## config.mk

```make
export PLATFORM = sky130hd
export DESIGN_NAME = websocket_client_frame_builder
export DESIGN_NICKNAME = d
export VERILOG_FILES = /design/src/rtl/wsfb_pkg.sv /design/src/rtl/wsfb_frame_gen.sv /design/src/rtl/wsfb_burst_buf.sv /design/src/rtl/websocket_client_frame_builder.sv
export VERILOG_INCLUDE_DIRS = /design/src /design/src/rtl
export SDC_FILE = /design/constraint.sdc
export NUM_CORES = 1
export LEC_CHECK = 0
export BUFFER_PORTS_ARGS = -buffer_cell sky130_fd_sc_hd__buf_2
export CAP_MARGIN = 10
export CORE_UTILIZATION = 61
export CTS_CLUSTER_DIAMETER = 120
export DETAILED_ROUTE_END_ITERATION = 10
export PLACE_DENSITY_LB_ADDON = 0.12
export SETUP_SLACK_MARGIN = 0.02
export SKIP_CTS_REPAIR_TIMING = 1
export SLEW_MARGIN = 20
export SYNTH_ARGS = -nofsm -noshare
export SYNTH_HDL_FRONTEND = slang
export SYNTH_HIERARCHICAL = 1
export SYNTH_SLANG_ARGS = --single-unit
```

## constraint.sdc

```tcl
create_clock -name clk -period 9.1 [get_ports clk]
set_clock_uncertainty 0.2 [all_clocks]
set_input_delay 1.365 -clock clk [delete_from_list [all_inputs] [get_ports clk]]
set_output_delay 1.365 -clock clk [all_outputs]
set_load 0.01 [all_outputs]
```

## src/rtl/websocket_client_frame_builder_defines.svh

```systemverilog
// assertion macros for the websocket client frame builder
// no dependencies; included by the top level only
`ifndef WEBSOCKET_CLIENT_FRAME_BUILDER_DEFINES_SVH
`define WEBSOCKET_CLIENT_FRAME_BUILDER_DEFINES_SVH

// same-cycle implication, disabled while reset is asserted
`define WSFB_ASSERT_NOW(label, clk, rst_n, ante, cons) \
    label: assert property (@(posedge clk) disable iff (!rst_n) (ante) |-> (cons)) \
        else $error("wsfb assertion failed");

// next-cycle implication, disabled while reset is asserted
`define WSFB_ASSERT_NEXT(label, clk, rst_n, ante, cons) \
    label: assert property (@(posedge clk) disable iff (!rst_n) (ante) |=> (cons)) \
        else $error("wsfb assertion failed");

`endif

```

## src/rtl/wsfb_pkg.sv

```systemverilog
// shared types, constants and helpers for the websocket client frame builder
// no dependencies
`timescale 1ns / 1ps
`default_nettype none

package wsfb_pkg;

    typedef enum logic [1:0] {
        ACT_TEXT    = 2'd0,
        ACT_PONG    = 2'd1,
        ACT_CLOSE   = 2'd2,
        ACT_PAYLOAD = 2'd3
    } action_t;

    typedef enum logic [1:0] {
        CFG_PONG_MASK  = 2'd0,
        CFG_TEXT_MASK  = 2'd1,
        CFG_CLOSE_MASK = 2'd2
    } cfg_reg_t;

    localparam int unsigned BURST_MAX = 8;
    localparam int unsigned COUNT_W   = $clog2(BURST_MAX + 1);

    localparam logic [7:0]  HDR_TEXT      = 8'h81;
    localparam logic [7:0]  HDR_PONG      = 8'h8A;
    localparam logic [7:0]  HDR_CLOSE     = 8'h88;
    localparam logic [7:0]  MASK_BIT      = 8'h80;
    localparam logic [6:0]  LEN_EXT16     = 7'd126;
    localparam logic [15:0] LEN_SHORT_MAX = 16'd125;
    localparam logic [15:0] CLOSE_CODE    = 16'd1000;
    localparam logic [6:0]  CLOSE_LEN     = 7'd2;

    localparam logic [31:0] PONG_MASK_RST  = 32'h1234_5678;
    localparam logic [31:0] TEXT_MASK_RST  = 32'h0102_0304;
    localparam logic [31:0] CLOSE_MASK_RST = 32'h0506_0708;

    // bytes produced by one input beat, oldest in slot 0
    typedef struct packed {
        logic [COUNT_W-1:0]             count;
        logic [BURST_MAX-1:0]           last;
        logic [BURST_MAX-1:0][7:0]      data;
    } burst_t;

    // mask byte idx, most significant byte first
    function automatic logic [7:0] mask_byte(input logic [31:0] key, input logic [1:0] idx);
        logic [7:0] b;
        case (idx)
            2'd0:    b = key[31:24];
            2'd1:    b = key[23:16];
            2'd2:    b = key[15:8];
            2'd3:    b = key[7:0];
            default: b = key[7:0];
        endcase
        return b;
    endfunction

endpackage

`default_nettype wire

```

## src/rtl/wsfb_frame_gen.sv

```systemverilog
// frame state and per-beat burst formation
// depends on wsfb_pkg
`timescale 1ns / 1ps
`default_nettype none

module wsfb_frame_gen
    import wsfb_pkg::*;
(
    input  wire logic        clk,
    input  wire logic        rst_n,
    input  wire logic        take,
    input  wire logic [1:0]  action,
    input  wire logic [15:0] frame_length,
    input  wire logic [7:0]  payload_byte,
    input  wire logic [31:0] pong_mask,
    input  wire logic [31:0] text_mask,
    input  wire logic [31:0] close_mask,
    output burst_t           burst,
    output logic             frame_open
);

    logic        frame_open_reg, frame_open_next;
    logic [31:0] active_mask_reg, active_mask_next;
    logic [15:0] bytes_left_reg, bytes_left_next;
    logic [15:0] bytes_to_emit_reg, bytes_to_emit_next;
    logic [1:0]  mask_phase_reg, mask_phase_next;

    always_comb
    begin
        logic [31:0] key;
        logic [15:0] emit;
        logic        long_hdr;

        burst              = '0;
        frame_open_next    = frame_open_reg;
        active_mask_next   = active_mask_reg;
        bytes_left_next    = bytes_left_reg;
        bytes_to_emit_next = bytes_to_emit_reg;
        mask_phase_next    = mask_phase_reg;
        key                = text_mask;
        emit               = frame_length;
        long_hdr           = 1'b0;

        case (action_t'(action))
            ACT_PAYLOAD:
            begin
                if (frame_open_reg && (bytes_left_reg != 16'd0))
                begin
                    bytes_left_next = bytes_left_reg - 16'd1;
                    if (bytes_to_emit_reg != 16'd0)
                    begin
                        bytes_to_emit_next = bytes_to_emit_reg - 16'd1;
                        burst.count   = COUNT_W'(1);
                        burst.data[0] = payload_byte ^ mask_byte(active_mask_reg, mask_phase_reg);
                        burst.last[0] = (bytes_to_emit_next == 16'd0);
                        mask_phase_next = mask_phase_reg + 2'd1;
                    end
                    if (bytes_left_next == 16'd0)
                    begin
                        frame_open_next = 1'b0;
                    end
                end
            end
            ACT_CLOSE:
            begin
                frame_open_next    = 1'b0;
                bytes_left_next    = '0;
                bytes_to_emit_next = '0;
                mask_phase_next    = '0;
                burst.count   = COUNT_W'(8);
                burst.data[0] = HDR_CLOSE;
                burst.data[1] = MASK_BIT | {1'b0, CLOSE_LEN};
                for (int i = 0; i < 4; i++)
                begin
                    burst.data[2+i] = mask_byte(close_mask, 2'(i));
                end
                burst.data[6] = CLOSE_CODE[15:8] ^ mask_byte(close_mask, 2'd0);
                burst.data[7] = CLOSE_CODE[7:0] ^ mask_byte(close_mask, 2'd1);
                burst.last[7] = 1'b1;
            end
            default:
            begin
                // text or pong start
                if (action_t'(action) == ACT_TEXT)
                begin
                    key           = text_mask;
                    emit          = frame_length;
                    long_hdr      = (frame_length > LEN_SHORT_MAX);
                    burst.data[0] = HDR_TEXT;
                end
                else
                begin
                    key           = pong_mask;
                    emit          = (frame_length > LEN_SHORT_MAX) ? LEN_SHORT_MAX
                                                                   : frame_length;
                    burst.data[0] = HDR_PONG;
                end
                if (long_hdr)
                begin
                    burst.count   = COUNT_W'(8);
                    burst.data[1] = MASK_BIT | {1'b0, LEN_EXT16};
                    burst.data[2] = frame_length[15:8];
                    burst.data[3] = frame_length[7:0];
                    for (int i = 0; i < 4; i++)
                    begin
                        burst.data[4+i] = mask_byte(key, 2'(i));
                    end
                end
                else
                begin
                    burst.count   = COUNT_W'(6);
                    burst.data[1] = MASK_BIT | {1'b0, emit[6:0]};
                    for (int i = 0; i < 4; i++)
                    begin
                        burst.data[2+i] = mask_byte(key, 2'(i));
                    end
                    // zero-length frame ends on its last mask byte
                    burst.last[5] = (frame_length == 16'd0);
                end
                active_mask_next   = key;
                bytes_left_next    = frame_length;
                bytes_to_emit_next = emit;
                mask_phase_next    = '0;
                frame_open_next    = (frame_length != 16'd0);
            end
        endcase
    end

    always_ff @(posedge clk or negedge rst_n)
    begin
        if (!rst_n)
        begin
            frame_open_reg    <= 1'b0;
            active_mask_reg   <= '0;
            bytes_left_reg    <= '0;
            bytes_to_emit_reg <= '0;
            mask_phase_reg    <= '0;
        end
        else if (take)
        begin
            frame_open_reg    <= frame_open_next;
            active_mask_reg   <= active_mask_next;
            bytes_left_reg    <= bytes_left_next;
            bytes_to_emit_reg <= bytes_to_emit_next;
            mask_phase_reg    <= mask_phase_next;
        end
    end

    assign frame_open = frame_open_reg;

endmodule

`default_nettype wire

```

## src/rtl/wsfb_burst_buf.sv

```systemverilog
// output shift register that plays a burst out one byte per beat
// depends on wsfb_pkg
`timescale 1ns / 1ps
`default_nettype none

module wsfb_burst_buf
    import wsfb_pkg::*;
(
    input  wire logic   clk,
    input  wire logic   rst_n,
    input  wire logic   load,
    input  wire burst_t burst,
    input  wire logic   out_ready,
    output logic        out_valid,
    output logic [7:0]  out_byte,
    output logic        frame_end,
    output logic        room
);

    logic [COUNT_W-1:0]        rem_reg, rem_next;
    logic [BURST_MAX-1:0][7:0] data_reg, data_next;
    logic [BURST_MAX-1:0]      last_reg, last_next;

    always_comb
    begin
        rem_next  = rem_reg;
        data_next = data_reg;
        last_next = last_reg;
        if (load)
        begin
            rem_next  = burst.count;
            data_next = burst.data;
            last_next = burst.last;
        end
        else if (out_valid && out_ready)
        begin
            rem_next = rem_reg - COUNT_W'(1);
            for (int i = 0; i < BURST_MAX - 1; i++)
            begin
                data_next[i] = data_reg[i+1];
                last_next[i] = last_reg[i+1];
            end
            data_next[BURST_MAX-1] = '0;
            last_next[BURST_MAX-1] = 1'b0;
        end
    end

    always_ff @(posedge clk or negedge rst_n)
    begin
        if (!rst_n)
        begin
            rem_reg <= '0;
        end
        else
        begin
            rem_reg <= rem_next;
        end
    end

    always_ff @(posedge clk)
    begin
        data_reg <= data_next;
        last_reg <= last_next;
    end

    assign out_valid = (rem_reg != '0);
    assign out_byte  = data_reg[0];
    assign frame_end = last_reg[0];
    // empty, or the last byte leaves this cycle
    assign room      = (rem_reg == '0) || ((rem_reg == COUNT_W'(1)) && out_ready);

endmodule

`default_nettype wire

```

## src/rtl/websocket_client_frame_builder.sv

```systemverilog
// websocket client frame builder, top level: mask registers and glue
// depends on wsfb_pkg, wsfb_frame_gen, wsfb_burst_buf and the defines header
`timescale 1ns / 1ps
`default_nettype none
`include "websocket_client_frame_builder_defines.svh"

// usage
//   input channel (in_valid/in_ready): one beat is a start-text, start-pong,
//   close or payload item. output channel (out_valid/out_ready): one beat is
//   one byte of the wire stream, frame_end high on the last byte of a frame.
//   cfg channel (cfg_valid/cfg_ready): writes a mask key, always ready.
// output: the first byte of an item's burst is on out_byte in the cycle after
//   the input beat. headers take 6 or 8 output beats, a close frame 8,
//   a payload byte 1, a dropped byte 0.
// throughput: one input beat per cycle while each produces at most one byte
//   and out_ready is high; a header burst holds in_ready low until its last
//   byte leaves, so the single output port sets the pace of input items.
// stalls: when out_ready is low the burst register holds and in_ready stays
//   low for as long as any byte of the burst is waiting.
// reset: frame closed, burst empty, mask keys back to their defaults.

module websocket_client_frame_builder
    import wsfb_pkg::*;
(
    input  wire logic        clk,
    input  wire logic        rst_n,
    input  wire logic        in_valid,
    output logic             in_ready,
    input  wire logic [1:0]  action,
    input  wire logic [15:0] frame_length,
    input  wire logic [7:0]  payload_byte,
    output logic             out_valid,
    input  wire logic        out_ready,
    output logic [7:0]       out_byte,
    output logic             frame_end,
    input  wire logic        cfg_valid,
    output logic             cfg_ready,
    input  wire logic [1:0]  cfg_index,
    input  wire logic [31:0] cfg_data
);

    logic [31:0] pong_mask_reg;
    logic [31:0] text_mask_reg;
    logic [31:0] close_mask_reg;

    logic   in_fire;
    logic   room;
    logic   frame_open;
    burst_t burst;

    assign cfg_ready = 1'b1;

    // mask key registers; unknown indexes are ignored
    always_ff @(posedge clk or negedge rst_n)
    begin
        if (!rst_n)
        begin
            pong_mask_reg  <= PONG_MASK_RST;
            text_mask_reg  <= TEXT_MASK_RST;
            close_mask_reg <= CLOSE_MASK_RST;
        end
        else if (cfg_valid && cfg_ready)
        begin
            case (cfg_reg_t'(cfg_index))
                CFG_PONG_MASK:  pong_mask_reg  <= cfg_data;
                CFG_TEXT_MASK:  text_mask_reg  <= cfg_data;
                CFG_CLOSE_MASK: close_mask_reg <= cfg_data;
                default:        ;
            endcase
        end
    end

    // accept whenever the burst register is free by the next edge
    assign in_ready = room;
    assign in_fire  = in_valid && in_ready;

    wsfb_frame_gen u_frame_gen (
        .clk          (clk),
        .rst_n        (rst_n),
        .take         (in_fire),
        .action       (action),
        .frame_length (frame_length),
        .payload_byte (payload_byte),
        .pong_mask    (pong_mask_reg),
        .text_mask    (text_mask_reg),
        .close_mask   (close_mask_reg),
        .burst        (burst),
        .frame_open   (frame_open)
    );

    wsfb_burst_buf u_burst_buf (
        .clk       (clk),
        .rst_n     (rst_n),
        .load      (in_fire),
        .burst     (burst),
        .out_ready (out_ready),
        .out_valid (out_valid),
        .out_byte  (out_byte),
        .frame_end (frame_end),
        .room      (room)
    );

    // a close beat always leads with its header byte next cycle
    `WSFB_ASSERT_NEXT(a_close_hdr, clk, rst_n,
        in_fire && (action == ACT_CLOSE), out_valid && (out_byte == HDR_CLOSE))

    // a payload beat with no open frame produces nothing
    `WSFB_ASSERT_NEXT(a_orphan_payload, clk, rst_n,
        in_fire && (action == ACT_PAYLOAD) && !frame_open, !out_valid)

    // a frame end is always the last byte of its burst
    `WSFB_ASSERT_NOW(a_end_last, clk, rst_n,
        out_valid && frame_end, out_ready == in_ready)

endmodule

`default_nettype wire
```

# Word-level counts from Yosys, hierarchy flattened
# Index checks and enable logic that the tools add are counted.
# totals
out_inout_bits	12
input_bits	65
wordCells	109
register_bits	239
# classes
eq_ne	11
n_mux	45
n_reduce_logical	25
bitwise	4
magnitude_cmp	1
n_addsub	4
# op_table
cell	count
64-bit 2-to-1 mux	2
56-bit one-hot mux with 2 select lines	1
16-bit 2-to-1 mux	6
8-bit 2-to-1 mux	9
16-bit one-hot mux with 2 select lines	2
16-bit zero test	3
16-bit nonzero test	3
40-bit 2-to-1 mux	1
32-bit 2-to-1 mux	1
8-bit one-hot mux with 4 select lines	1
16-bit by 1-bit subtractor with 16-bit output (second input constant)	2
4-bit 2-to-1 mux	5
16-bit by 7-bit greater-than comparator with 1-bit output (second input constant)	1
8-bit one-hot mux with 2 select lines	1
1-bit 2-to-1 mux	11
2-bit == test (second input constant)	5
2-bit AND reduction	5
4-bit one-hot mux with 2 select lines	1
8-bit bitwise XOR	1
2-bit zero test	3
2-bit 2-to-1 mux	3
2-bit by 1-bit != test with 1-bit output (second input constant)	3
3-bit AND reduction	2
2-bit by 1-bit == test with 1-bit output (second input constant)	2
13 further kinds	16

# Logic depth before layout (Yosys ltp)
# logic_depth
depth_word	10
depth_mapped	11

# Cells and area by module
# The synthesis kept the hierarchy.
# by_module_without_submodules
mod	instances	area_each_um2	cells_each
wsfb_frame_gen	1	5306.3	689
websocket_client_frame_builder	1	3676.0	207
wsfb_burst_buf	1	3293.2	193

# Worst setup path before layout
# Ideal clock, no wire load.
# synth_timing
kind	in2reg
startpoint	in out_ready
endpoint	reg u_burst_buf/data_reg[10] (netlist name), enable pin
arrival_ps	6475
setup_ps	602
slack_ps	1824
required_ps	8298
cell_stages	2
cell_sequence	inv_1 o21ai_0
# synth_between
elab_chain_len	4
elab_cells_between_ends	5
classes_between	5 x reduce/logical
# synth_lines
item	line	text
start: declaration	websocket_client_frame_builder.sv:33	input wire logic out_ready,
1-bit logical AND	wsfb_burst_buf.sv:70	assign room = (rem_reg == '0) || ((rem_reg == COUNT_W'(1)) && out_ready);
1-bit logical OR	wsfb_burst_buf.sv:70	
1-bit logical AND	websocket_client_frame_builder.sv:75	assign in_fire = in_valid && in_ready;
2-bit nonzero test (no source line) *	--	
end signal: assignment	wsfb_burst_buf.sv:62	data_reg <= data_next;
end: declaration	wsfb_burst_buf.sv:21	logic [BURST_MAX-1:0][7:0] data_reg, data_next;
# Mark *: on every way between the ends. The rest lies on a longest branch, timed or not.
# A chain may end at the register's enable or synchronous reset.

# Final worst setup path
# layout_timing
startpoint	in out_ready
endpoint	reg u_frame_gen.bytes_to_emit_reg[10]
# layout_between
elab_chain_len	4
# layout_lines
item	line	text
1-bit logical AND	wsfb_burst_buf.sv:70	
1-bit logical OR	wsfb_burst_buf.sv:70	
1-bit logical AND	websocket_client_frame_builder.sv:75	
net in_fire	websocket_client_frame_builder.sv:46	logic in_fire;
3-bit AND reduction (no source line)	--	
end signal: assignment	wsfb_frame_gen.sv:144	bytes_to_emit_reg <= bytes_to_emit_next;
end: declaration	wsfb_frame_gen.sv:25	logic [15:0] bytes_to_emit_reg, bytes_to_emit_next;
# The timed path passes the listed nets, and every way through them passes these cells.

==> impl_metrics.tcl <==
set metrics [dict create \
    drt-initial-drc-count 969 \
    final_cells 1404 \
    areaGrowthSynthToFinish_pct 9.76 \
    synth-main-ff-cell "dfrtp_1" \
    max_freq_ghz 0.238 \
    whs_ps 280 \
    r2r_cells 10 \
    cp.arrival_ps 4430 \
    max_slew_margin_pct 33.1 \
    syn-mean-instance-area_um2 11.3 \
    start_kind "input pin" \
    setup_viol 0 \
    cp-startpoint "out_ready" \
    port_buffers 75 \
    drc_errors 0 \
    n_antenna_cell 0 \
    antenna_found_initial 0 \
    fill_cells 1469 \
    drv_slew 0 \
    cp.required_ps 9320 \
    die_area_um2 20700 \
    layout_commonest_cell "mux2_2" \
    post-place-cells 1357 \
    rr_startpoint "u_burst_buf/rem_reg[0]" \
    num_vias 8956 \
    place_ws_ps 4400 \
    clk_latency_ps 540 \
    grt_overflow_total 0 \
    crit_end "u_frame_gen/bytes_to_emit_reg[10]" \
    yosys_warnings 6 \
    rsz0062_at_grt "no" \
    dieHeight_um 144 \
    async_flop_share_pct 69.9 \
    grt_usage_pct 31.3 \
    status "finished clean" \
    power_density_nw_per_um2 296 \
    cts_tree "built" \
    finalSetupTns_ps 0 \
    hpwl_um 20900 \
    grt_max_degree 88 \
    cts.clk_slew.worst_paths_ps 60 \
    core_area_um2 19600 \
    finalHoldViolations 0 \
    cts.sinks 239 \
    syn_area_um2 12300 \
    start_util_pct 62.7 \
    timing.rr.end "u_frame_gen/bytes_to_emit_reg[10]" \
    gp_congestion 0.914 \
    largest_register_ffs 56 \
    tightest_slew_ps 1000 \
    end_kind "flip-flop" \
    leakagePower_nw 5.48 \
    ant_nets 0 \
    avgViaCountPerCell 6.38 \
    clockBufferDepth 3 \
    io_pins 77 \
    crit_fanout 50 \
    cts_root_buf "clkbuf_16" \
    grt_pass1_wl_um 48700 \
    ys_ff_latch 239 \
    routedWlPerCell_um 22.2 \
    drt_first_pass_iters 5 \
    layout.nets 1196 \
    final_util_pct 68.8 \
    synth_edf_count 72 \
    min_path_type "flip-flop to flip-flop" \
    numCtsBuffers 25 \
    worst-setup-path-type "input pin to flip-flop" \
    netlist_instances 1089 \
    fin_crit_sh_pct 46.2 \
    period_minus_slack_ps 4210 \
    setup_ws_ps 4890 \
    yosysUniqueCellTypes 81 \
    h-tree-depth 1 \
    die_w_um 144 \
    final_cell_mix "158 x mux2_2, 141 x dfrtp_1, 115 x nand2_1, 110 x o21ai_0, 74 x buf_2" \
    drv_cap 0 \
    yosysSeqAreaShare_pct 51.9 \
    rows 51 \
    ir_worst_vdd_uv 184 \
    wirelength_um 31100 \
    drive_gt1_share_pct 29.1 \
    r2r_setup_slack_ps 5180 \
    grt_pass1_vias 8549 \
]
==> worst min path at each step <==
| stage | startpoint | endpoint | cells past startpoint |
|---|---|---|---|
| after global placement | u_frame_gen/active_mask_reg[0] | u_frame_gen/active_mask_reg[0] | 2 |
| after global routing | u_frame_gen/active_mask_reg[7] | u_frame_gen/active_mask_reg[7] | 2 |
| final | u_frame_gen/active_mask_reg[20] | u_frame_gen/active_mask_reg[20] | 2 |
| after CTS | u_frame_gen/active_mask_reg[31] | u_frame_gen/active_mask_reg[31] | 2 |
| after floorplan | u_frame_gen/active_mask_reg[25] | u_frame_gen/active_mask_reg[25] | 2 |
| after detailed placement | u_frame_gen/active_mask_reg[31] | u_frame_gen/active_mask_reg[31] | 2 |
==> kinds of logic (layout without fill, tap and decap cells) <==
logic type	after synthesis	in the layout	share of synthesized area [%]
flops	239	239	51.9
buf+inv	105	151	4.43
compound gates	252	252	12.9
mux	195	195	17.5
simple gates	271	271	11.0
fa+ha+maj	11	11	1.12
other cells	2	6	0.0612
xor+xnor	14	14	0.999
==> final cells by class <==
type	instances	area (um2)	share of cell area, %
clock inverter	12	98.8	0.734
clock buffer	34	722	5.36
inverter	20	75.1	0.557
tap	265	332	2.46
multi-input combinational	749	5400	40.1
sequential	239	6370	47.3
timing repair buffer	85	477	3.54
==> stage by stage <==
step           total power [mW]  cell area, um2
3_3_place_gp               2.91           12600
4_1_cts                    3.98           13400
2_1_floorplan              2.65           12300
3_5_place_dp               2.95           12600
6_report                   3.98           13500
5_1_grt                    4.20           13500
==> critical path: stages <==
cell and delay, ps:
buf_2 140, a21oi_1 80, nor3_1 180, and2_4 600, buf_4 600, o21ai_0 210
a21oi_2 750, o21ai_0 210, a22o_1 230
==> cell usage after synthesis, types with 15 or more instances <==
master / number / area (um2)
nor3_1: 25 / 125
a21oi_1: 37 / 185
a31oi_1: 15 / 93.8
nor2_1: 50 / 188
edfxtp_1: 72 / 2160
dfrtp_1: 141 / 3530
nand2_1: 116 / 435
clkbuf_1: 44 / 165
mux2i_1: 35 / 350
o21ai_0: 111 / 556
dfstp_2: 26 / 683
buf_4: 18 / 135
inv_1: 18 / 67.6
mux2_2: 158 / 1780
==> routing by layer <==
layer	global-route usage [%]	part of all wire, %
met5	0	0
met4	14.3	4.8
met3	4.73	7.3
met2	48.5	46
met1	43.6	42
==> report_power, final <==
group	internal, mW	switching, mW
Combinational	0.493	0.654
Sequential	1.57	0.252
Clock	0.588	0.426
(Power assumes the default switching activity.)
